### src/ppst_pkg.sv
// Shared types, constants and the arctangent table for the pure pursuit steering block.
package ppst_pkg;

   localparam int COORD_WIDTH_DEF   = 24;
   localparam int ANGLE_WIDTH_DEF   = 16;
   localparam int CORDIC_STAGES_DEF = 16;

   localparam int DIST_WIDTH  = 23;
   localparam int GAIN_WIDTH  = 8;
   localparam int SPEED_WIDTH = 9;
   localparam int CSR_ADDR_W  = 5;
   localparam int CSR_DATA_W  = 32;

   // CORDIC gain 0.60725 in Q30 and 2*pi in Q20.
   localparam logic signed [32:0] K_Q30      = 33'sd652032874;
   localparam logic signed [23:0] TWO_PI_Q20 = 24'sd6588397;

   localparam logic [DIST_WIDTH-1:0] LOOKAHEAD_RST = 23'd2560;
   localparam logic [DIST_WIDTH-1:0] WHEELBASE_RST = 23'd2560;
   localparam logic [DIST_WIDTH-1:0] REACH_RST     = 23'd1280;
   localparam logic [GAIN_WIDTH-1:0] GAIN_RST      = 8'd50;
   localparam logic [GAIN_WIDTH-1:0] BASE_RST      = 8'd100;

   // atan(2^-i) as 32-bit binary angles.
   localparam logic [31:0] ATAN_TAB [0:23] = '{
      32'd536870912, 32'd316933406, 32'd167458907, 32'd85004756, 32'd42667331,
      32'd21354465, 32'd10679838, 32'd5340245, 32'd2670163, 32'd1335087,
      32'd667544, 32'd333772, 32'd166886, 32'd83443, 32'd41722, 32'd20861,
      32'd10430, 32'd5215, 32'd2608, 32'd1304, 32'd652, 32'd326, 32'd163, 32'd81
   };

   typedef enum logic [2:0] {
      REG_LOOKAHEAD = 3'd0,
      REG_WHEELBASE = 3'd1,
      REG_REACH     = 3'd2,
      REG_GAIN      = 3'd3,
      REG_BASE      = 3'd4
   } reg_idx_type;

   typedef struct packed {
      logic [DIST_WIDTH-1:0] lookahead_distance;
      logic [DIST_WIDTH-1:0] wheelbase;
      logic [DIST_WIDTH-1:0] reach_radius;
      logic [GAIN_WIDTH-1:0] steering_gain;
      logic [GAIN_WIDTH-1:0] base_speed;
   } cfg_type;

endpackage

### src/ppst_csr.sv
// Configuration register file with an APB-style access port.
module ppst_csr (
   input  logic                                 clock,
   input  logic                                 reset,
   input  logic                                 csr_psel,
   input  logic                                 csr_penable,
   input  logic                                 csr_pwrite,
   input  logic [ppst_pkg::CSR_ADDR_W-1:0]      csr_paddr,
   input  logic [ppst_pkg::CSR_DATA_W-1:0]      csr_pwdata,
   output logic [ppst_pkg::CSR_DATA_W-1:0]      csr_prdata,
   output logic                                 csr_pready,
   output ppst_pkg::cfg_type                    cfg
);
   import ppst_pkg::*;

   cfg_type     cfg_ff;
   cfg_type     cfg_in;
   reg_idx_type idx;
   logic        wr;

   assign idx        = reg_idx_type'(csr_paddr[CSR_ADDR_W-1:2]);
   assign wr         = csr_psel & csr_penable & csr_pwrite;
   assign csr_pready = 1'b1;
   assign cfg        = cfg_ff;

   always_comb begin
      cfg_in = cfg_ff;
      if (wr) begin
         case (idx)
            REG_LOOKAHEAD: cfg_in.lookahead_distance = csr_pwdata[DIST_WIDTH-1:0];
            REG_WHEELBASE: cfg_in.wheelbase          = csr_pwdata[DIST_WIDTH-1:0];
            REG_REACH:     cfg_in.reach_radius       = csr_pwdata[DIST_WIDTH-1:0];
            REG_GAIN:      cfg_in.steering_gain      = csr_pwdata[GAIN_WIDTH-1:0];
            REG_BASE:      cfg_in.base_speed         = csr_pwdata[GAIN_WIDTH-1:0];
            default:       cfg_in = cfg_ff;
         endcase
      end
   end

   always_comb begin
      case (idx)
         REG_LOOKAHEAD: csr_prdata = {{(CSR_DATA_W-DIST_WIDTH){1'b0}}, cfg_ff.lookahead_distance};
         REG_WHEELBASE: csr_prdata = {{(CSR_DATA_W-DIST_WIDTH){1'b0}}, cfg_ff.wheelbase};
         REG_REACH:     csr_prdata = {{(CSR_DATA_W-DIST_WIDTH){1'b0}}, cfg_ff.reach_radius};
         REG_GAIN:      csr_prdata = {{(CSR_DATA_W-GAIN_WIDTH){1'b0}}, cfg_ff.steering_gain};
         REG_BASE:      csr_prdata = {{(CSR_DATA_W-GAIN_WIDTH){1'b0}}, cfg_ff.base_speed};
         default:       csr_prdata = '0;
      endcase
   end

   always_ff @(posedge clock) begin
      if (reset) begin
         cfg_ff.lookahead_distance <= LOOKAHEAD_RST;
         cfg_ff.wheelbase          <= WHEELBASE_RST;
         cfg_ff.reach_radius       <= REACH_RST;
         cfg_ff.steering_gain      <= GAIN_RST;
         cfg_ff.base_speed         <= BASE_RST;
      end else begin
         cfg_ff <= cfg_in;
      end
   end

endmodule

### config.mk
export PLATFORM = sky130hd
export DESIGN_NAME = ppst_csr
export DESIGN_NICKNAME = d
export VERILOG_FILES = /design/src/ppst_pkg.sv /design/src/ppst_csr.sv
export SDC_FILE = /design/constraint.sdc
export NUM_CORES = 1
export LEC_CHECK = 0
export BUFFER_PORTS_ARGS = -buffer_cell sky130_fd_sc_hd__buf_2
export CORE_MARGIN = 3
export CORE_UTILIZATION = 50
export CTS_CLUSTER_DIAMETER = 150
export DETAILED_ROUTE_END_ITERATION = 8
export PLACE_DENSITY = 0.88
export SLEW_MARGIN = 20
export SYNTH_ARGS = -nofsm -noshare
export SYNTH_HDL_FRONTEND = slang
export SYNTH_SLANG_ARGS = --single-unit
### constraint.sdc
create_clock -name clock -period 1.6 [get_ports clock]
set_clock_uncertainty 0.2 [all_clocks]
set_input_delay 0 -clock clock [delete_from_list [all_inputs] [get_ports clock]]
set_output_delay 0 -clock clock [all_outputs]
set_load 0.03 [all_outputs]
# --- Word-level counts from Yosys, hierarchy flattened ---
# Cells that the tools add are included.
totals:
  input_bits: 42
  ff_bits: 85
  wordCells: 18
  out_inout_bits: 118
classes:
  reduce_logical: 6
  eq_ne: 4
  n_mux: 1
  bitwise: 2
ops:
  columns: ["cell", "n"]
  rows:
  - ["23-bit case mux with 5 select lines", 1]
  - ["2-bit AND reduction", 5]
  - ["3-bit by 2-bit == test with 1-bit output, second input constant", 2]
  - ["3-bit by 1-bit == test with 1-bit output, second input constant", 1]
  - ["3-bit == test, second input constant", 1]
  - ["3-bit zero test", 1]
  - ["1-bit AND", 2]

# --- Longest topological paths before layout ---
logic_depth:
  ltp_word: 3
  ltp_mapped: 7
  depth_no_buf: 3

# --- Worst setup path before layout ---
# OpenSTA, ideal clock, no wires.
synth_path:
  kind: "reg2out"
  start: "register cfg_ff, in the netlist cfg[26]"
  end: "output port csr_prdata[10] in the netlist's numbering"
  n_path_buf: 0
  t_arrival_ns: 1.176
  slack_ns: 0.224
  stages_incl_launch_ff: 4
  path_cell_list: "dfxtp_1 -> mux2i_1 -> a2bb2oi_1 -> nor2_1"
synth_between:
  elab_chain_cells: 1
synth_rtl:
  columns: ["item", "line_no", "rtl"]
  rows:
  - ["start: declaration", "ppst_csr.sv:16", "cfg_type cfg_ff;"]
  - ["start signal: assignment", "ppst_csr.sv:59", "cfg_ff <= cfg_in;"]
  - ["23-bit case mux with 5 select lines", "ppst_csr.sv:41", "case (idx)"]
  - ["end: declaration", "ppst_csr.sv:10", "output logic [ppst_pkg::CSR_DATA_W-1:0] csr_prdata,"]
# Every way passes these cells.

# --- Worst setup path in the final report ---
layout_path:
  start: "register cfg_ff, in the netlist cfg[64]"
  end: "output port csr_prdata[2] in the netlist's numbering"
# The elaborated chain is that of the path after synthesis.

==> out/metrics.yaml <==
period_needed_ns: 1.59
hold_class: "input port to register"
drc_errors: 0
first_pass_iters: 5
cts_tree: "done"
synth_top_area_share: 0.398
grt_usage: 0.262
ys_types: 31
largest_reg_flops: 85
arrival_ns: 1.39
htree_levels: 3
initial_utilization: 0.517
status: "finished, final reports clean"
cts_buffer_depth: 2
grt_pass1_wl_um: 20700
cts_sinks: 85
cp-end-kind: "output port"
syn-cell-area_mm2: 0.00427
syn_avg_cell_area_um2: 9.43
fin_crit_sh: 0.995
path_class: "register to output port"
die-width_um: 98.4
antenna_found_initial: 0
mostFrequentLayoutCells: "buf_2 (132), mux2i_1 (89), nand2b_1 (75), dfxtp_1 (75)"
ys_seq_elements: 85
crit_fanout: 2
antenna_cells: 0
cp-start-kind: "register"
num_rows: 33
tns_ns: 0
drv_slew: 0
hold_violations: 0
wire_per_inst_um: 18.3
maxCapViolations: 0
numCtsBuffers: 9
grt_pass1_vias: 4118
setup_violations: 0
wl_um: 13500
pin_count: 160
synth_top_area_cell: "dfxtp_1"
clock-root-buffer: "clkbuf_8"
area_growth_pct: 37.5
core_area_mm2: 0.00826
ant_nets: 0
clk_latency_ns: 0.34
worstRegToRegCells: 3
rsz0062_at_grt: "yes"
nets: 674
drive_above_1_share: 0.325
max_freq_mhz: 628
final_common_cell: "buf_2"
yosysWarnings: 0
gp_congestion: 0.816
vdd_drop_max_uv: 492
io_buffer_count: 138
final_util: 0.712
relSlewSlack: 0.582
whs_path_depth: 3
total_leakage_power_nw: 2.84
dieArea_mm2: 0.00969
synth_area_leaders: "dfxtp_1 (40%), mux2i_1 (21%), nand2b_1 (11%)"
overflow: 0
worstPathRequired_ns: 1.40
grt_max_degree: 57
dieHeight_um: 98.4
synthCells: 453
power.density_mw_per_mm2: 758
clk_pin_slew_ns: 0.08
tightest_slew_ns: 0.627
yosysSeqAreaShare: 0.398
vias_per_cell: 5.49
dp_hpwl_um: 8390
drt-initial-drc-count: 198
dr_total_vias: 4070
[worst max-delay path: stages, from the launching register on]
cell     delay (ns)
dfxtp_2        0.34
mux2_4         0.26
a221o_1        0.30
buf_6          0.14
[path summary, 6_finish.rpt]
| kind | start | end | slack, ns |
|---|---|---|---|
| max | cfg[64] | csr_prdata[2] | 0.008 |
| min | reset | cfg[39] | 0.01 |
| max reg2reg | cfg[6] | cfg[6] | 0.17 |
| min reg2reg | cfg[66] | cfg[66] | 0.30 |
[logic make-up after synthesis]
logic type / share of synthesized area
buffers and inverters: 0.0615
and+or+nand+nor: 0.208
DFF: 0.398
muxes: 0.224
other: 0.00176
AOI/OAI and AO/OA: 0.106
[Yosys cell counts, drive strengths merged]
cell and n:
a211o 1, a21oi 2, a221o 4, a2bb2oi 15, and2 1, and3 1, and4b 1, buf 22
clkbuf 25, conb 2, dfxtp 85, mux2 4, mux2i 91, nand2 1, nand2b 75, nand3 1
nand4 1, nand4b 3, nor2 43, nor2b 21, nor3 2, nor3b 1, o21a 3, o21ai 43
o2bb2ai 3, or2 1, or3 1
[what timing repair did]
item,in CTS,in global routing
buffers inserted,5,4
endpoints found under the setup margin,5,12
pin swaps,4,2
hold buffers,37,0
gates resized for setup,22,7
hold endpoints to repair,85,0
cloned,0,1
[cell type report]
type	instances	area, µm²
clock buffers	11	141
clock inverters	5	83.8
fillers	579	2380
multi-input cells	329	2370
flip-flops and latches	85	1710
well taps	105	131
repair buffers	207	1440
[metal layers]
layer  track usage  routed length [µm]  part of all wire  up-vias
met5             0                   0                 0        -
met4         0.122                 501             0.037        0
met3        0.0375                 759             0.056       44
met2         0.450                6760              0.50      205
met1         0.325                5520              0.41     1934
li1              -                   -                 -     1887
[report_power, final]
part	leakage, nW	switching (mW)	internal, mW	total (mW)
clock	0.106	0.791	0.926	1.72
sequential	0.691	0.0130	2.13	2.14
combinational	2.05	0.337	0.257	0.595
total	2.84	1.14	3.31	4.45
[per-stage QoR]
step / setup WS [ns] / total power [mW] / instance area (µm²) / hold slack (ns) / std cells
3_3_place_gp: 0.184 / 2.67 / 5090 / 0.0701 / 679
3_5_place_dp: 0.150 / 2.68 / 5090 / 0.0793 / 679
2_1_floorplan: 0.224 / 2.54 / 4300 / -0.0386 / 461
5_1_grt: -0.0317 / 4.57 / 5880 / 0.0562 / 742
4_1_cts: 0.00426 / 4.42 / 5780 / 0.00399 / 737
6_report: 0.00819 / 4.45 / 5880 / 0.0104 / 742
Note: power is estimated with default switching activity, not from simulation.
