## src/ppst_pkg.sv

```systemverilog
// Shared types, constants and the arctangent table for the pure pursuit steering block.
package ppst_pkg;

   localparam int COORD_WIDTH_DEF   = 24;
   localparam int ANGLE_WIDTH_DEF   = 16;
   localparam int CORDIC_STAGES_DEF = 16;

   localparam int DIST_WIDTH  = 23;
   localparam int GAIN_WIDTH  = 8;
   localparam int SPEED_WIDTH = 9;
   localparam int CSR_ADDR_W  = 5;
   localparam int CSR_DATA_W  = 32;

   // CORDIC gain 0.60725 in Q30 and 2*pi in Q20.
   localparam logic signed [32:0] K_Q30      = 33'sd652032874;
   localparam logic signed [23:0] TWO_PI_Q20 = 24'sd6588397;

   localparam logic [DIST_WIDTH-1:0] LOOKAHEAD_RST = 23'd2560;
   localparam logic [DIST_WIDTH-1:0] WHEELBASE_RST = 23'd2560;
   localparam logic [DIST_WIDTH-1:0] REACH_RST     = 23'd1280;
   localparam logic [GAIN_WIDTH-1:0] GAIN_RST      = 8'd50;
   localparam logic [GAIN_WIDTH-1:0] BASE_RST      = 8'd100;

   // atan(2^-i) as 32-bit binary angles.
   localparam logic [31:0] ATAN_TAB [0:23] = '{
      32'd536870912, 32'd316933406, 32'd167458907, 32'd85004756, 32'd42667331,
      32'd21354465, 32'd10679838, 32'd5340245, 32'd2670163, 32'd1335087,
      32'd667544, 32'd333772, 32'd166886, 32'd83443, 32'd41722, 32'd20861,
      32'd10430, 32'd5215, 32'd2608, 32'd1304, 32'd652, 32'd326, 32'd163, 32'd81
   };

   typedef enum logic [2:0] {
      REG_LOOKAHEAD = 3'd0,
      REG_WHEELBASE = 3'd1,
      REG_REACH     = 3'd2,
      REG_GAIN      = 3'd3,
      REG_BASE      = 3'd4
   } reg_idx_type;

   typedef struct packed {
      logic [DIST_WIDTH-1:0] lookahead_distance;
      logic [DIST_WIDTH-1:0] wheelbase;
      logic [DIST_WIDTH-1:0] reach_radius;
      logic [GAIN_WIDTH-1:0] steering_gain;
      logic [GAIN_WIDTH-1:0] base_speed;
   } cfg_type;

endpackage

```

## src/ppst_vec_cordic.sv

```systemverilog
// Pipelined CORDIC in vectoring mode: one register stage per iteration, angle out.
module ppst_vec_cordic #(
   parameter int XW      = 27,
   parameter int STAGES  = ppst_pkg::CORDIC_STAGES_DEF,
   parameter int SIDE_W  = 1
) (
   input  logic                     clock,
   input  logic                     reset,
   input  logic                     en,
   input  logic                     in_valid,
   input  logic signed [XW-1:0]     in_x,
   input  logic signed [XW-1:0]     in_y,
   input  logic [SIDE_W-1:0]        in_side,
   output logic                     out_valid,
   output logic [31:0]              out_z,
   output logic [SIDE_W-1:0]        out_side
);
   import ppst_pkg::*;

   logic                 v_st    [0:STAGES];
   logic signed [XW-1:0] x_st    [0:STAGES];
   logic signed [XW-1:0] y_st    [0:STAGES];
   logic [31:0]          z_st    [0:STAGES];
   logic [SIDE_W-1:0]    side_st [0:STAGES];

   logic                 v0_ff;
   logic signed [XW-1:0] x0_ff, y0_ff;
   logic [31:0]          z0_ff;
   logic [SIDE_W-1:0]    side0_ff;

   // A vector in the left half plane is first turned by a half turn.
   always_ff @(posedge clock) begin
      if (reset) begin
         v0_ff <= 1'b0;
      end else if (en) begin
         v0_ff <= in_valid;
      end
      if (en) begin
         side0_ff <= in_side;
         if (in_x < 0) begin
            x0_ff <= -in_x;
            y0_ff <= -in_y;
            z0_ff <= 32'h8000_0000;
         end else begin
            x0_ff <= in_x;
            y0_ff <= in_y;
            z0_ff <= '0;
         end
      end
   end

   assign v_st[0]    = v0_ff;
   assign x_st[0]    = x0_ff;
   assign y_st[0]    = y0_ff;
   assign z_st[0]    = z0_ff;
   assign side_st[0] = side0_ff;

   for (genvar i = 0; i < STAGES; i++) begin : g_stage
      logic                 v_ff;
      logic signed [XW-1:0] x_ff, y_ff, x_in, y_in;
      logic [31:0]          z_ff, z_in;
      logic [SIDE_W-1:0]    side_ff;

      always_comb begin
         if (y_st[i] > 0) begin
            x_in = x_st[i] + (y_st[i] >>> i);
            y_in = y_st[i] - (x_st[i] >>> i);
            z_in = z_st[i] + ATAN_TAB[i];
         end else begin
            x_in = x_st[i] - (y_st[i] >>> i);
            y_in = y_st[i] + (x_st[i] >>> i);
            z_in = z_st[i] - ATAN_TAB[i];
         end
      end

      always_ff @(posedge clock) begin
         if (reset) begin
            v_ff <= 1'b0;
         end else if (en) begin
            v_ff <= v_st[i];
         end
         if (en) begin
            x_ff    <= x_in;
            y_ff    <= y_in;
            z_ff    <= z_in;
            side_ff <= side_st[i];
         end
      end

      assign v_st[i+1]    = v_ff;
      assign x_st[i+1]    = x_ff;
      assign y_st[i+1]    = y_ff;
      assign z_st[i+1]    = z_ff;
      assign side_st[i+1] = side_ff;
   end

   assign out_valid = v_st[STAGES];
   assign out_z     = z_st[STAGES];
   assign out_side  = side_st[STAGES];

endmodule

```

## config.mk

```make
export PLATFORM = sky130hd
export DESIGN_NAME = ppst_vec_cordic
export DESIGN_NICKNAME = d
export VERILOG_FILES = /design/src/ppst_pkg.sv /design/src/ppst_vec_cordic.sv
export SDC_FILE = /design/constraint.sdc
export NUM_CORES = 2
export LEC_CHECK = 0
export BUFFER_PORTS_ARGS = -buffer_cell sky130_fd_sc_hd__buf_2
export CAP_MARGIN = 40
export CORE_UTILIZATION = 69
export CTS_BUF_LIST = sky130_fd_sc_hd__clkbuf_4 sky130_fd_sc_hd__clkbuf_8
export CTS_CLUSTER_SIZE = 24
export DETAILED_ROUTE_END_ITERATION = 12
export PLACE_DENSITY = 0.86
export SYNTH_ARGS = -nofsm -noshare
export SYNTH_HDL_FRONTEND = slang
export SYNTH_SLANG_ARGS = --single-unit
```

## constraint.sdc

```tcl
create_clock -name clock -period 18.13 [get_ports clock]
set_input_delay 5.439 -clock clock [delete_from_list [all_inputs] [get_ports clock]]
set_output_delay 5.439 -clock clock [all_outputs]
set_load 0.01 [all_outputs]
```

======== Word-level counts from Yosys, hierarchy flattened ========
Index checks and enable logic that the tools add are counted.
word-level totals
  word-level logic and storage cells ...... 238
  register bits ........................... 1415
  output and inout port bits .............. 34
operators by class
  muxes and demuxes ....................... 48
  add/subtract/negate cells ............... 91
  $lt $le $gt $ge ......................... 17
operator list
  operator                                                        number
  2-to-1 mux 27 bit                                               31
  2-to-1 mux 32 bit                                               17
  greater-than comparator 27 x 1 -> 1 bit, second input constant  16
  adder 27 x 14 -> 27 bit                                         2
  adder 27 x 15 -> 27 bit                                         2
  adder 27 x 16 -> 27 bit                                         2
  adder 27 x 17 -> 27 bit                                         2
  adder 27 x 18 -> 27 bit                                         2
  adder 27 x 19 -> 27 bit                                         2
  adder 27 x 20 -> 27 bit                                         2
  adder 27 x 21 -> 27 bit                                         2
  adder 27 x 22 -> 27 bit                                         2
  adder 27 x 23 -> 27 bit                                         2
  adder 27 x 24 -> 27 bit                                         2
  adder 27 x 25 -> 27 bit                                         2
  adder 27 x 26 -> 27 bit                                         2
  negator 27 bit                                                  2
  subtractor 27 x 14 -> 27 bit                                    2
  subtractor 27 x 15 -> 27 bit                                    2
  subtractor 27 x 16 -> 27 bit                                    2
  subtractor 27 x 17 -> 27 bit                                    2
  subtractor 27 x 18 -> 27 bit                                    2
  subtractor 27 x 19 -> 27 bit                                    2
  subtractor 27 x 20 -> 27 bit                                    2
  43 further kinds                                                50

======== Logic depth before layout (Yosys ltp) ========
  word-level depth ........................ 2
  depth in mapped cells ................... 26
  mapped depth without buffers ............ 24

======== Least setup slack after synthesis ========
OpenSTA, ideal clock, no wires.
  path kind ............................... input to register
  start point ............................. in in_y[5]
  end point ............................... reg y0_ff[24], data pin
  required time ........................... 17.864 ns
  setup slack ............................. 10.106 ns
  stages .................................. 7
  library setup time ...................... 0.266 ns
  arrival ................................. 7.758 ns
  cell sequence ........................... or4_1 or3_1 or3_1 or4_1 or2_1 o41ai_1 xnor2_1
on the way
  longest elaborated chain between the ends .. 2
ends and longest elaborated chain
  item                  line                   text
  from (decl)           ppst_vec_cordic.sv:12  input logic signed [XW-1:0] in_y,
  negator 27 bit        ppst_vec_cordic.sv:42  y0_ff <= -in_y;
  2-to-1 mux 27 bit     ppst_vec_cordic.sv:40  if (in_x < 0) begin
  to (signal assigned)  ppst_vec_cordic.sv:42
  to (signal assigned)  ppst_vec_cordic.sv:46  y0_ff <= in_y;
  to (decl)             ppst_vec_cordic.sv:27  logic signed [XW-1:0] x0_ff, y0_ff;
Every way passes these cells.
A chain may end at the register's enable or synchronous reset.

======== Worst setup path after layout ========
  start point ............................. in en
  end point ............................... reg g_stage[14].z_ff[21], enable pin
RTL lines
  item                  line                   text
  from (decl)           ppst_vec_cordic.sv:9   input logic en,
  to (signal assigned)  ppst_vec_cordic.sv:85  z_ff <= z_in;
  to (decl)             ppst_vec_cordic.sv:61  logic [31:0] z_ff, z_in;
No word-level cell between the ends.

==> results.cfg <==
[timing]
tightest_slew_ns = 1.15
setup_viol_count_final = 0
clock.fmax_mhz = 122
final_hold_viol_count = 0
slew_headroom_pct = 23.4
maxSlewViolCount = 0
min_period_ns = 8.17
fin_crit_sh_pct = 45.1
grt_setup_unrepaired = no
tns_ns = 0
fin_skew_ns = 0.0729
fin_ws_ns = 9.96

[global_routing]
antenna_found_initial = 4
grt_max_degree = 227
grt_pass1_vias = 79505
grt_pass1_wl_microns = 410000
track_usage_pct = 33.0
overflow = 0

[die]
start_util_pct = 69.6
rows = 142
boundaryPins = 93
die_w_microns = 391
die_h_microns = 391
dieArea_sq_um = 153000
coreArea_sq_um = 150000

[logic_synthesis]
syn_nets = 12008
yosysWarnings = 0
yosys.area.top_type = edfxtp_1
synth-edff-count = 1279
ys_ff_latch = 1296
yosysMostFrequentCell = edfxtp_1
synth_area_leaders = edfxtp_1 (37%), ha_1 (14%), xnor2_1 (8.9%)
synthArstFlopShare_pct = 0
ys_seq_area_share_pct = 37.1
syn-cell-area_sq_um = 104000
syn_avg_cell_area_sq_um = 9.74
synth_top_area_share_pct = 36.8
synth-main-ff-cell = edfxtp_1
syn_inst = 10719
synth_common_cells = edfxtp_1 (1,279), ha_1 (1,190), xnor2_1 (1,060)
ys_types = 101

[clocking]
clk_pin_slew_ns = 0.06
root_buffer = clkbuf_8
tritoncts = yes
cts_max_level = 4
numClockSinks = 1296
ctsHoldBuffers = 0
cts_setup_buffers = 0
cts_resized = 0
cts_buffer_depth = 3
cts_made_buffers = 214
insertion_delay_ns = 0.96

[route]
route.detailed.drc = 0
ant_nets = 0
avgRoutedWirePerCell_microns = 19.7
detail_route.iter0.violations = 7767
drt_wl_total_microns = 259000
viasPerCell = 6.35
dr_total_vias = 83270
drt-pass1-iter-count = 8

[setup_path]
rr_startpoint = g_stage[1].y_ff[10]
critPathMaxFanout = 226
r2r_setup_slack_ns = 10.58
critPathCaptureType = flop
critPathLaunch = en
critPathKind = input pin to flop
critPathLaunchType = input pin
r2r_end = g_stage[2].x_ff[16]
required_ns = 18.70
worst_r2r_path_depth = 24
critPathArrivalTime_ns = 8.74
crit_end = g_stage[14].z_ff[21]

[run_status]
status = finished clean

[place]
dp_slack_ns = 9.12
dp_hpwl_microns = 200000
io_buffers = 91
gp_congestion = 0.989

[final_layout]
nNetsFinal = 12206
syn_to_final_growth_pct = 7.37
finish.utilization_pct = 74.7
drive_gt1_share_pct = 5.89

[flow_run]
maxCapViolCount = 0

[min_path]
hold_path_class = flop to flop
kinds of logic (layout without fill, tap and decap cells):
logic type | count (synthesis) | in the layout | share of synthesized area (%)
AOI/OAI and AO/OA | 3012 | 3012 | 18.5
and+or+nand+nor | 2922 | 2922 | 13.5
xor gates and xnor gates | 1529 | 1529 | 12.8
DFF | 1296 | 1296 | 37.1
adders and majority gates | 1231 | 1231 | 15.0
buffers and inverters | 672 | 1051 | 2.45
muxes | 56 | 56 | 0.553
other | 1 | 2 | 0.00359
metrics by stage:
| stage | std cells | cell area, sq um | hold slack, ns |
|---|---|---|---|
| finish | 13115 | 112000 | 0.417 |
| global route | 13115 | 112000 | 0.429 |
| CTS | 13111 | 112000 | 0.419 |
| detailed placement | 12714 | 107000 | 0.405 |
| global placement | 12706 | 107000 | 0.401 |
| floorplan | 10719 | 104000 | 0.400 |
routing by layer:
layer | track usage (%) | share of wire [%] | vias up
met3 | 5.08 | 7.4 | 606
met5 | 0 | 0.0050 | -
met1 | 43.5 | 42 | 39307
met4 | 12.3 | 3.6 | 2
li1 | - | - | 40189
met2 | 54.9 | 47 | 3166
critical path: stages:
cell,delay (ns)
buf_12,0.46
buf_4,0.74
buf_12,0.62
buf_12,0.83
layout make-up:
| class | instances | area (sq um) |
|---|---|---|
| multi-input combinational | 8751 | 63200 |
| inverter | 501 | 1890 |
| tap | 2016 | 2520 |
| timing repair buffer | 153 | 1000 |
| clock buffer | 259 | 3300 |
| clock inverter | 138 | 1460 |
| sequential | 1296 | 38700 |
| fill | 10725 | 37900 |
| antenna | 1 | 2.50 |
how the worst min path moves through the flow:
stage                             start                   to  slack (ns)  depth (start not counted)
floorplan                      side0_ff   g_stage[0].side_ff        0.40                          0
global placement               side0_ff   g_stage[0].side_ff        0.40                          0
detailed placement  g_stage[10].side_ff  g_stage[11].side_ff        0.41                          0
CTS                  g_stage[7].side_ff   g_stage[8].side_ff        0.42                          0
global route         g_stage[2].z_ff[1]   g_stage[3].z_ff[1]        0.43                          0
finish               g_stage[7].side_ff   g_stage[8].side_ff        0.42                          0
cells in the final DEF (no fill, tap or decap), drive strengths merged, types with 49 or more instances in the layout:
cell type	netlist	routed
buf	26	150
nand2b	136	136
ha	1190	1190
and3	87	87
a21o	392	392
o31ai	156	156
clkbuf	145	260
nand3	215	215
and2	64	64
o41ai	79	79
a211oi	75	75
xnor2	1060	1060
a31oi	84	84
inv	492	501
or3	119	119
nor2	865	865
o21bai	158	158
nand2	670	670
o21a	134	134
or4	59	59
or2	55	55
o211ai	60	60
nor4	89	89
nor2b	135	135
nand4	49	49
xor2	469	469
a21oi	930	930
clkinv	9	100
edfxtp	1279	1279
o21ai	599	599
nor3	277	277
registers in the layout, summed over array words and instances, names as in the netlist, 15 cells and up:
register,cells
out_z,31
g_stage.z_ff,408
g_stage.v_ff,15
g_stage.x_ff,364
g_stage.side_ff,15
g_stage.y_ff,404
x0_ff,27
y0_ff,27
Power is left out: the tool's default activity adds up to more than one toggle a clock period on the data nets, which glitch-free logic cannot reach.
