--- src/ppst_pkg.sv ---
// Shared types, constants and the arctangent table for the pure pursuit steering block.
package ppst_pkg;

   localparam int COORD_WIDTH_DEF   = 24;
   localparam int ANGLE_WIDTH_DEF   = 16;
   localparam int CORDIC_STAGES_DEF = 16;

   localparam int DIST_WIDTH  = 23;
   localparam int GAIN_WIDTH  = 8;
   localparam int SPEED_WIDTH = 9;
   localparam int CSR_ADDR_W  = 5;
   localparam int CSR_DATA_W  = 32;

   // CORDIC gain 0.60725 in Q30 and 2*pi in Q20.
   localparam logic signed [32:0] K_Q30      = 33'sd652032874;
   localparam logic signed [23:0] TWO_PI_Q20 = 24'sd6588397;

   localparam logic [DIST_WIDTH-1:0] LOOKAHEAD_RST = 23'd2560;
   localparam logic [DIST_WIDTH-1:0] WHEELBASE_RST = 23'd2560;
   localparam logic [DIST_WIDTH-1:0] REACH_RST     = 23'd1280;
   localparam logic [GAIN_WIDTH-1:0] GAIN_RST      = 8'd50;
   localparam logic [GAIN_WIDTH-1:0] BASE_RST      = 8'd100;

   // atan(2^-i) as 32-bit binary angles.
   localparam logic [31:0] ATAN_TAB [0:23] = '{
      32'd536870912, 32'd316933406, 32'd167458907, 32'd85004756, 32'd42667331,
      32'd21354465, 32'd10679838, 32'd5340245, 32'd2670163, 32'd1335087,
      32'd667544, 32'd333772, 32'd166886, 32'd83443, 32'd41722, 32'd20861,
      32'd10430, 32'd5215, 32'd2608, 32'd1304, 32'd652, 32'd326, 32'd163, 32'd81
   };

   typedef enum logic [2:0] {
      REG_LOOKAHEAD = 3'd0,
      REG_WHEELBASE = 3'd1,
      REG_REACH     = 3'd2,
      REG_GAIN      = 3'd3,
      REG_BASE      = 3'd4
   } reg_idx_type;

   typedef struct packed {
      logic [DIST_WIDTH-1:0] lookahead_distance;
      logic [DIST_WIDTH-1:0] wheelbase;
      logic [DIST_WIDTH-1:0] reach_radius;
      logic [GAIN_WIDTH-1:0] steering_gain;
      logic [GAIN_WIDTH-1:0] base_speed;
   } cfg_type;

endpackage

--- src/ppst_rot_cordic.sv ---
// Pipelined CORDIC in rotation mode giving the sine of a binary angle in Q30.
module ppst_rot_cordic #(
   parameter int STAGES = ppst_pkg::CORDIC_STAGES_DEF,
   parameter int SIDE_W = 1
) (
   input  logic                  clock,
   input  logic                  reset,
   input  logic                  en,
   input  logic                  in_valid,
   input  logic [31:0]           in_angle,
   input  logic [SIDE_W-1:0]     in_side,
   output logic                  out_valid,
   output logic signed [32:0]    out_sin,
   output logic                  out_neg,
   output logic [SIDE_W-1:0]     out_side
);
   import ppst_pkg::*;

   localparam logic signed [32:0] QUARTER = 33'sh0_4000_0000;
   localparam logic signed [32:0] HALF    = 33'sh0_8000_0000;

   logic               v_st    [0:STAGES];
   logic signed [32:0] x_st    [0:STAGES];
   logic signed [32:0] y_st    [0:STAGES];
   logic signed [32:0] a_st    [0:STAGES];
   logic               neg_st  [0:STAGES];
   logic [SIDE_W-1:0]  side_st [0:STAGES];

   logic               v0_ff, neg0_ff, neg0_in;
   logic signed [32:0] a0_ff, a0_in, a_ext;
   logic [SIDE_W-1:0]  side0_ff;

   // Fold the angle into plus or minus a quarter turn; the sine then flips sign.
   always_comb begin
      a_ext   = {in_angle[31], in_angle};
      a0_in   = a_ext;
      neg0_in = 1'b0;
      if (a_ext > QUARTER) begin
         a0_in   = a_ext - HALF;
         neg0_in = 1'b1;
      end else if (a_ext < -QUARTER) begin
         a0_in   = a_ext + HALF;
         neg0_in = 1'b1;
      end
   end

   always_ff @(posedge clock) begin
      if (reset) begin
         v0_ff <= 1'b0;
      end else if (en) begin
         v0_ff <= in_valid;
      end
      if (en) begin
         a0_ff    <= a0_in;
         neg0_ff  <= neg0_in;
         side0_ff <= in_side;
      end
   end

   assign v_st[0]    = v0_ff;
   assign x_st[0]    = K_Q30;
   assign y_st[0]    = '0;
   assign a_st[0]    = a0_ff;
   assign neg_st[0]  = neg0_ff;
   assign side_st[0] = side0_ff;

   for (genvar i = 0; i < STAGES; i++) begin : g_stage
      logic               v_ff, neg_ff;
      logic signed [32:0] x_ff, y_ff, a_ff, x_in, y_in, a_in;
      logic [SIDE_W-1:0]  side_ff;

      always_comb begin
         if (a_st[i] >= 0) begin
            x_in = x_st[i] - (y_st[i] >>> i);
            y_in = y_st[i] + (x_st[i] >>> i);
            a_in = a_st[i] - $signed({1'b0, ATAN_TAB[i]});
         end else begin
            x_in = x_st[i] + (y_st[i] >>> i);
            y_in = y_st[i] - (x_st[i] >>> i);
            a_in = a_st[i] + $signed({1'b0, ATAN_TAB[i]});
         end
      end

      always_ff @(posedge clock) begin
         if (reset) begin
            v_ff <= 1'b0;
         end else if (en) begin
            v_ff <= v_st[i];
         end
         if (en) begin
            x_ff    <= x_in;
            y_ff    <= y_in;
            a_ff    <= a_in;
            neg_ff  <= neg_st[i];
            side_ff <= side_st[i];
         end
      end

      assign v_st[i+1]    = v_ff;
      assign x_st[i+1]    = x_ff;
      assign y_st[i+1]    = y_ff;
      assign a_st[i+1]    = a_ff;
      assign neg_st[i+1]  = neg_ff;
      assign side_st[i+1] = side_ff;
   end

   assign out_valid = v_st[STAGES];
   assign out_sin   = y_st[STAGES];
   assign out_neg   = neg_st[STAGES];
   assign out_side  = side_st[STAGES];

endmodule

--- config.mk ---
export PLATFORM = sky130hd
export DESIGN_NAME = ppst_rot_cordic
export DESIGN_NICKNAME = d
export VERILOG_FILES = /design/src/ppst_pkg.sv /design/src/ppst_rot_cordic.sv
export SDC_FILE = /design/constraint.sdc
export NUM_CORES = 2
export LEC_CHECK = 0
export ABC_CLOCK_PERIOD_IN_PS = 4840
export BUFFER_PORTS_ARGS = -buffer_cell sky130_fd_sc_hd__buf_2
export CAP_MARGIN = 15
export CORE_MARGIN = 5
export CORE_UTILIZATION = 40
export CTS_CLUSTER_DIAMETER = 120
export DETAILED_ROUTE_END_ITERATION = 8
export PLACE_DENSITY = 0.61
export SLEW_MARGIN = 40
export SYNTH_ARGS = -nofsm -noshare
export SYNTH_HDL_FRONTEND = slang
export SYNTH_SLANG_ARGS = --single-unit
--- constraint.sdc ---
create_clock -name clock -period 4.84 [get_ports clock]
set_clock_uncertainty 0.1 [all_clocks]
set_input_delay 0.242 -clock clock [delete_from_list [all_inputs] [get_ports clock]]
set_output_delay 0.242 -clock clock [all_outputs]
set_load 0.1 [all_outputs]
; After elaboration in Yosys (flattened, before gate mapping)
; Index checks and enable logic that the tools add are counted.
; Widths: inputs -> output; s select.
[totals]
in_bits = 37
reg_bits = 1569
out_inout_bits = 36
wordCells = 253
[op_classes]
mux = 48
addsub = 90
magnitude_cmp = 18
[op_table]
columns = operator, count
row1 = $mux 33, 47
row2 = $ge 33x1->1 const B, 16
row3 = $add 33x19->33, 2
row4 = $add 33x20->33, 2
row5 = $add 33x21->33, 2
row6 = $add 33x22->33, 2
row7 = $add 33x23->33, 2
row8 = $add 33x24->33, 2
row9 = $add 33x25->33, 2
row10 = $add 33x26->33, 2
row11 = $add 33x27->33, 2
row12 = $add 33x28->33, 2
row13 = $add 33x29->33, 2
row14 = $add 33x30->33, 2
row15 = $add 33x30->33 const B, 2
row16 = $add 33x31->33, 2
row17 = $sub 33x19->33, 2
row18 = $sub 33x20->33, 2
row19 = $sub 33x21->33, 2
row20 = $sub 33x22->33, 2
row21 = $sub 33x23->33, 2
row22 = $sub 33x24->33, 2
row23 = $sub 33x25->33, 2
row24 = $sub 33x26->33, 2
row25 = 43 further kinds, 49

; Longest topological paths before layout
[logic_depth]
depth_word = 3
depth_mapped = 21
mapped_depth_nobuf = 21

; Least setup slack after synthesis
; Ideal clock, no wire load.
[synth_path]
path_type = reg2reg
startpoint = register g_stage[4].y_ff[9]
endpoint = register g_stage[5].x_ff[30] (data pin)
arrival_time_ns = 4.698
required_time_ns = 4.482
slack_ns = -0.215
setup_ns = 0.258
synth_period_minus_slack_ns = 5.055
stages_incl_launch_ff = 19
path_buffers = 0
path_cell_list = edfxtp_1 > or3_1 > or4_1 > nor2_1 > nand3_1 > or3_1 > or4_1 > or3_1 > o21ai_0 > xor2_1 > ha_1 > a21o_1 > a21o_1 > a21oi_1 > o31ai_1 > a211oi_1 > nor2_1 > a311o_1 > xnor2_1
[synth_via]
elab_chain_cells = 2
word_cells_on_any_way = 3
cone_classes = 2 x add/sub / 1 x mux
[synth_rtl]
columns = element, line_no
row1 = from (decl), ppst_rot_cordic.sv:69  ; logic signed [32:0] x_ff, y_ff, a_ff, x_in, y_in, a_in;
row2 = from (signal assigned), ppst_rot_cordic.sv:92  ; y_ff <= y_in;
row3 = $add 33x28->33 or $sub 33x28->33 (tied branches), "ppst_rot_cordic.sv:78, ppst_rot_cordic.sv:74"
row4 = $mux 33 (*), ppst_rot_cordic.sv:73  ; if (a_st[i] >= 0) begin
row5 = named net g_stage[5].x_in[30], ppst_rot_cordic.sv:69
row6 = to (signal assigned), ppst_rot_cordic.sv:91  ; x_ff <= x_in;
row7 = to (decl), ppst_rot_cordic.sv:69
; The timed path passes the listed nets; every way through them passes the cells marked *.
; A chain may end at the register's enable or synchronous reset.

; Worst setup path in the final report
[layout_path]
startpoint = register g_stage[4].y_ff[9]
endpoint = register g_stage[5].x_ff[29] (data pin)
; Same word-level chain as after synthesis.

==> flow_summary_export.csv <==
group,metric,value,unit
die,start_util,40.2,%
synth,synth_ff_type,"edfxtp_1",
global_routing,grt_pass1_vias,87000,
clocking,clock-sinks,1466,
worst_setup_path,critPathKind,"reg -> reg",
drt,routed_wl,288000,um
flow_run,maxCapViolCount,0,
worst_setup_path,cp_slowest_cell,"or4_4",
worst_setup_path,worst_ep_required_time,5270,ps
layout,nets,14400,
worst_hold_path,hold_path_end,"a0_ff[32]",
drt,ant_nets,0,
worst_hold_path,hp-class,"in -> reg",
timing,grt_setup_unrepaired,"yes",
synth,syn-num-nets,13300,
placement,gp_congestion,0.922,
timing,post-route-period-util,104,%
drt,vias_per_cell,5.36,
timing,fmax,199,MHz
synth,synthArstFlopShare,0,%
worst_setup_path,path_buf_inv,3,
timing,worst_pin_slew,863,ps
die,die_x,551,um
synth,synth_edf_count,1449,
clocking,cts_made_buffers,176,
die,rows,198,
worst_setup_path,rrSetupSlack,-200,ps
global_routing,antenna_found_initial,1,
clocking,worstSkewPairLatency,870,ps
placement,placed_cell_area,129000,um2
clocking,cts.path.max_buffers,4,
clocking,path_clk_slew,60,ps
synth,yosysSeqAreaShare,37.4,%
die,ios,73,
worst_setup_path,reg2regPathDepth,20,
layout,drive_gt1_share,13.1,%
timing,min_period,5040,ps
die,die_area,304000,um2
worst_hold_path,min-delay-start,"in_angle[31]",
synth,ys_types,82,
worst_setup_path,timing.rr.end,"g_stage[5].x_ff[29]",
clocking,root_buffer,"clkbuf_16",
worst_setup_path,cp.arrival,5470,ps
worst_setup_path,cp_cell_sequence,"or3_4, or4_4, nor2_4, nand3_2, or3_4, or4_4, or3_4, o21ai_2, xor2_1, ha_1, buf_4, buf_6, and3_4, nand2_2, a211o_1, a21oi_2, buf_4, o31ai_4, mux2i_1, nand2_1",
die,die_y,551,um
worst_setup_path,timing.rr.start,"g_stage[4].y_ff[9]",
synth,yosys_warnings,0,
timing,slew_headroom,42.5,%
synth,ys_seq_elements,1466,
timing,hold_violations,0,
placement,port_buffers,72,
drt,drt_iter0_markers,4749,
clocking,cts_tree,"yes",
worst_setup_path,cp_common_cell,"or3_4",
run_status,status,"complete, but fails checks",
worst_setup_path,crit_family,"simple AND/OR/NAND/NOR gates",
global_routing,grt_pass1_wl,460000,um
layout,nFillCells,27500,
layout,area_delta_synth_final,17.7,%
timing,fin_ws,-197,ps
run_status,violations,"setup timing",
clocking,h-tree-depth,4,
synth,syn_inst,11900,
worst_hold_path,holdPathStages,4,
synth,syn_area_per_cell,9.86,um2
timing,finalMaxSlewViolations,0,
timing,report.final.setup_viol,20,
layout,final_cell_mix,"edfxtp_1 (1,449), ha_1 (1,318), xnor2_1 (1,134), a21oi_1 (960), buf_4 (901)",
global_routing,grt.total_usage,18.2,%
drt,drtPass1Iterations,5,
worst_setup_path,max_stage_delay,450,ps
layout,layout_commonest_cell,"edfxtp_1",
worst_setup_path,critPathMaxFanout,3,
die,coreArea,291000,um2
global_routing,grt.overflow.total,0,
drt,vias,91300,
worst_setup_path,startpoint_type,"flop",
drt,drc_errors,0,
layout,design_area,138000,um2
synth,syn_area,117000,um2
drt,routedWlPerCell,16.9,um
placement,dp_hpwl,226000,um
global_routing,grt_max_degree,157,
worst_setup_path,end_kind,"flop",
-- worst min-delay path, delay by kind of cell --
kind / cells / cell delay [ps]
AND/OR/NAND/NOR: 2 / 120
buffers and inverters: 2 / 640
-- worst max-delay path by stage --
stage / start / end / depth (start not counted)
6_report: g_stage[4].y_ff[9] / g_stage[5].x_ff[29] / 20
5_1_grt: g_stage[4].y_ff[9] / g_stage[5].x_ff[32] / 19
4_1_cts: g_stage[4].y_ff[9] / g_stage[5].x_ff[32] / 19
3_5_place_dp: g_stage[4].y_ff[9] / g_stage[5].x_ff[30] / 19
3_3_place_gp: g_stage[4].y_ff[9] / g_stage[5].x_ff[30] / 18
2_1_floorplan: g_stage[4].y_ff[9] / g_stage[5].x_ff[30] / 18
-- registers in the layout, summed over array words and instances, names as in the netlist, 15 cells and up --
name,cells
out_sin,33
g_stage.y_ff,463
g_stage.x_ff,424
a0_ff,33
g_stage.neg_ff,15
g_stage.a_ff,462
g_stage.v_ff,15
g_stage.side_ff,15
-- metal layers --
layer	share of wire (%)	GRT usage, %	wire length, um
met5	0	0	0
met4	2.7	4.76	7760
met3	3.3	1.98	9470
met2	49	32.4	142000
met1	45	23.6	129000
-- cells by family (layout without fill, tap and decap cells) --
kind of cell	Yosys count	after routing	share of synthesized area [%]
AO/OA/AOI/OAI	3642	3642	19.9
AND/OR/NAND/NOR	2936	2936	12.3
XOR/XNOR	1717	1717	12.8
flip-flops	1466	1466	37.4
adder cells (fa/ha/maj)	1364	1364	14.8
buffers and inverters	707	1960	2.26
multiplexers	59	59	0.509
other	1	2	0.00320
-- Yosys cell counts, types with 20 or more instances --
cell       count  area (um2)
edfxtp_1    1449       43500
ha_1        1323       16600
nor2_1       827        3100
o21bai_1     142        1070
clkbuf_1     124         465
xnor2_1     1142       10000
o21ai_0      757        3790
nand2b_1     189        1180
o211ai_1      60         450
nand4_1       96         601
mux2i_1       54         541
nand2_1      668        2510
and2_1        51         319
o21a_1       162        1220
a31o_2        22         193
fa_1          41         821
and3_1       121         757
a221oi_1      20         175
nor2b_1      154         963
a311oi_1      21         184
a21oi_1     1018        5090
or4_1         98         736
o41ai_1       99         867
inv_1        564        2120
or3_1        117         732
nand3_1      221        1110
o31ai_1      222        1670
a2111oi_0     22         193
nor4_1        57         357
a211o_1       22         193
a21boi_0      52         390
a21o_1       654        4910
xor2_1       575        5040
nor3_1       212        1060
a31oi_1       83         519
a211oi_1      98         736
or2_2         50         313
-- timing repair --
item	4_1_cts	5_1_grt
setup endpoints to repair	67	151
gates resized for setup	150	334
pin swaps	56	173
hold buffers	69	0
endpoints found under the hold margin	114	0
setup buffers	30	59
cloned	0	0
-- area by class of cell --
type                       count  area [um2]  share of cell area, %
timing repair buffer        1072        8350                   6.05
clock buffer                 212        4670                   3.38
clock inverter               110        1240                  0.897
tap                         3900        4880                   3.54
inverter                     566        2120                   1.54
antenna                        1        2.50                0.00181
sequential                  1466       43900                   31.8
multi-input combinational   9719       72900                   52.8
-- metrics by stage --
stage	hold WS [ps]	cells	setup TNS (ps)	util (%)	setup WS [ps]
2_1_floorplan	241	11900	-58.4	-	-58.4
3_3_place_gp	301	16600	-5210	44.2	-381
3_5_place_dp	305	16600	-8000	44.2	-430
4_1_cts	50.0	17000	-1430	46.7	-217
5_1_grt	103	17000	-7640	47.4	-416
6_report	137	17000	-1670	47.4	-197
Power is not shown: default switching activity piles up to over one toggle a cycle in this logic, so the estimate is an artifact.
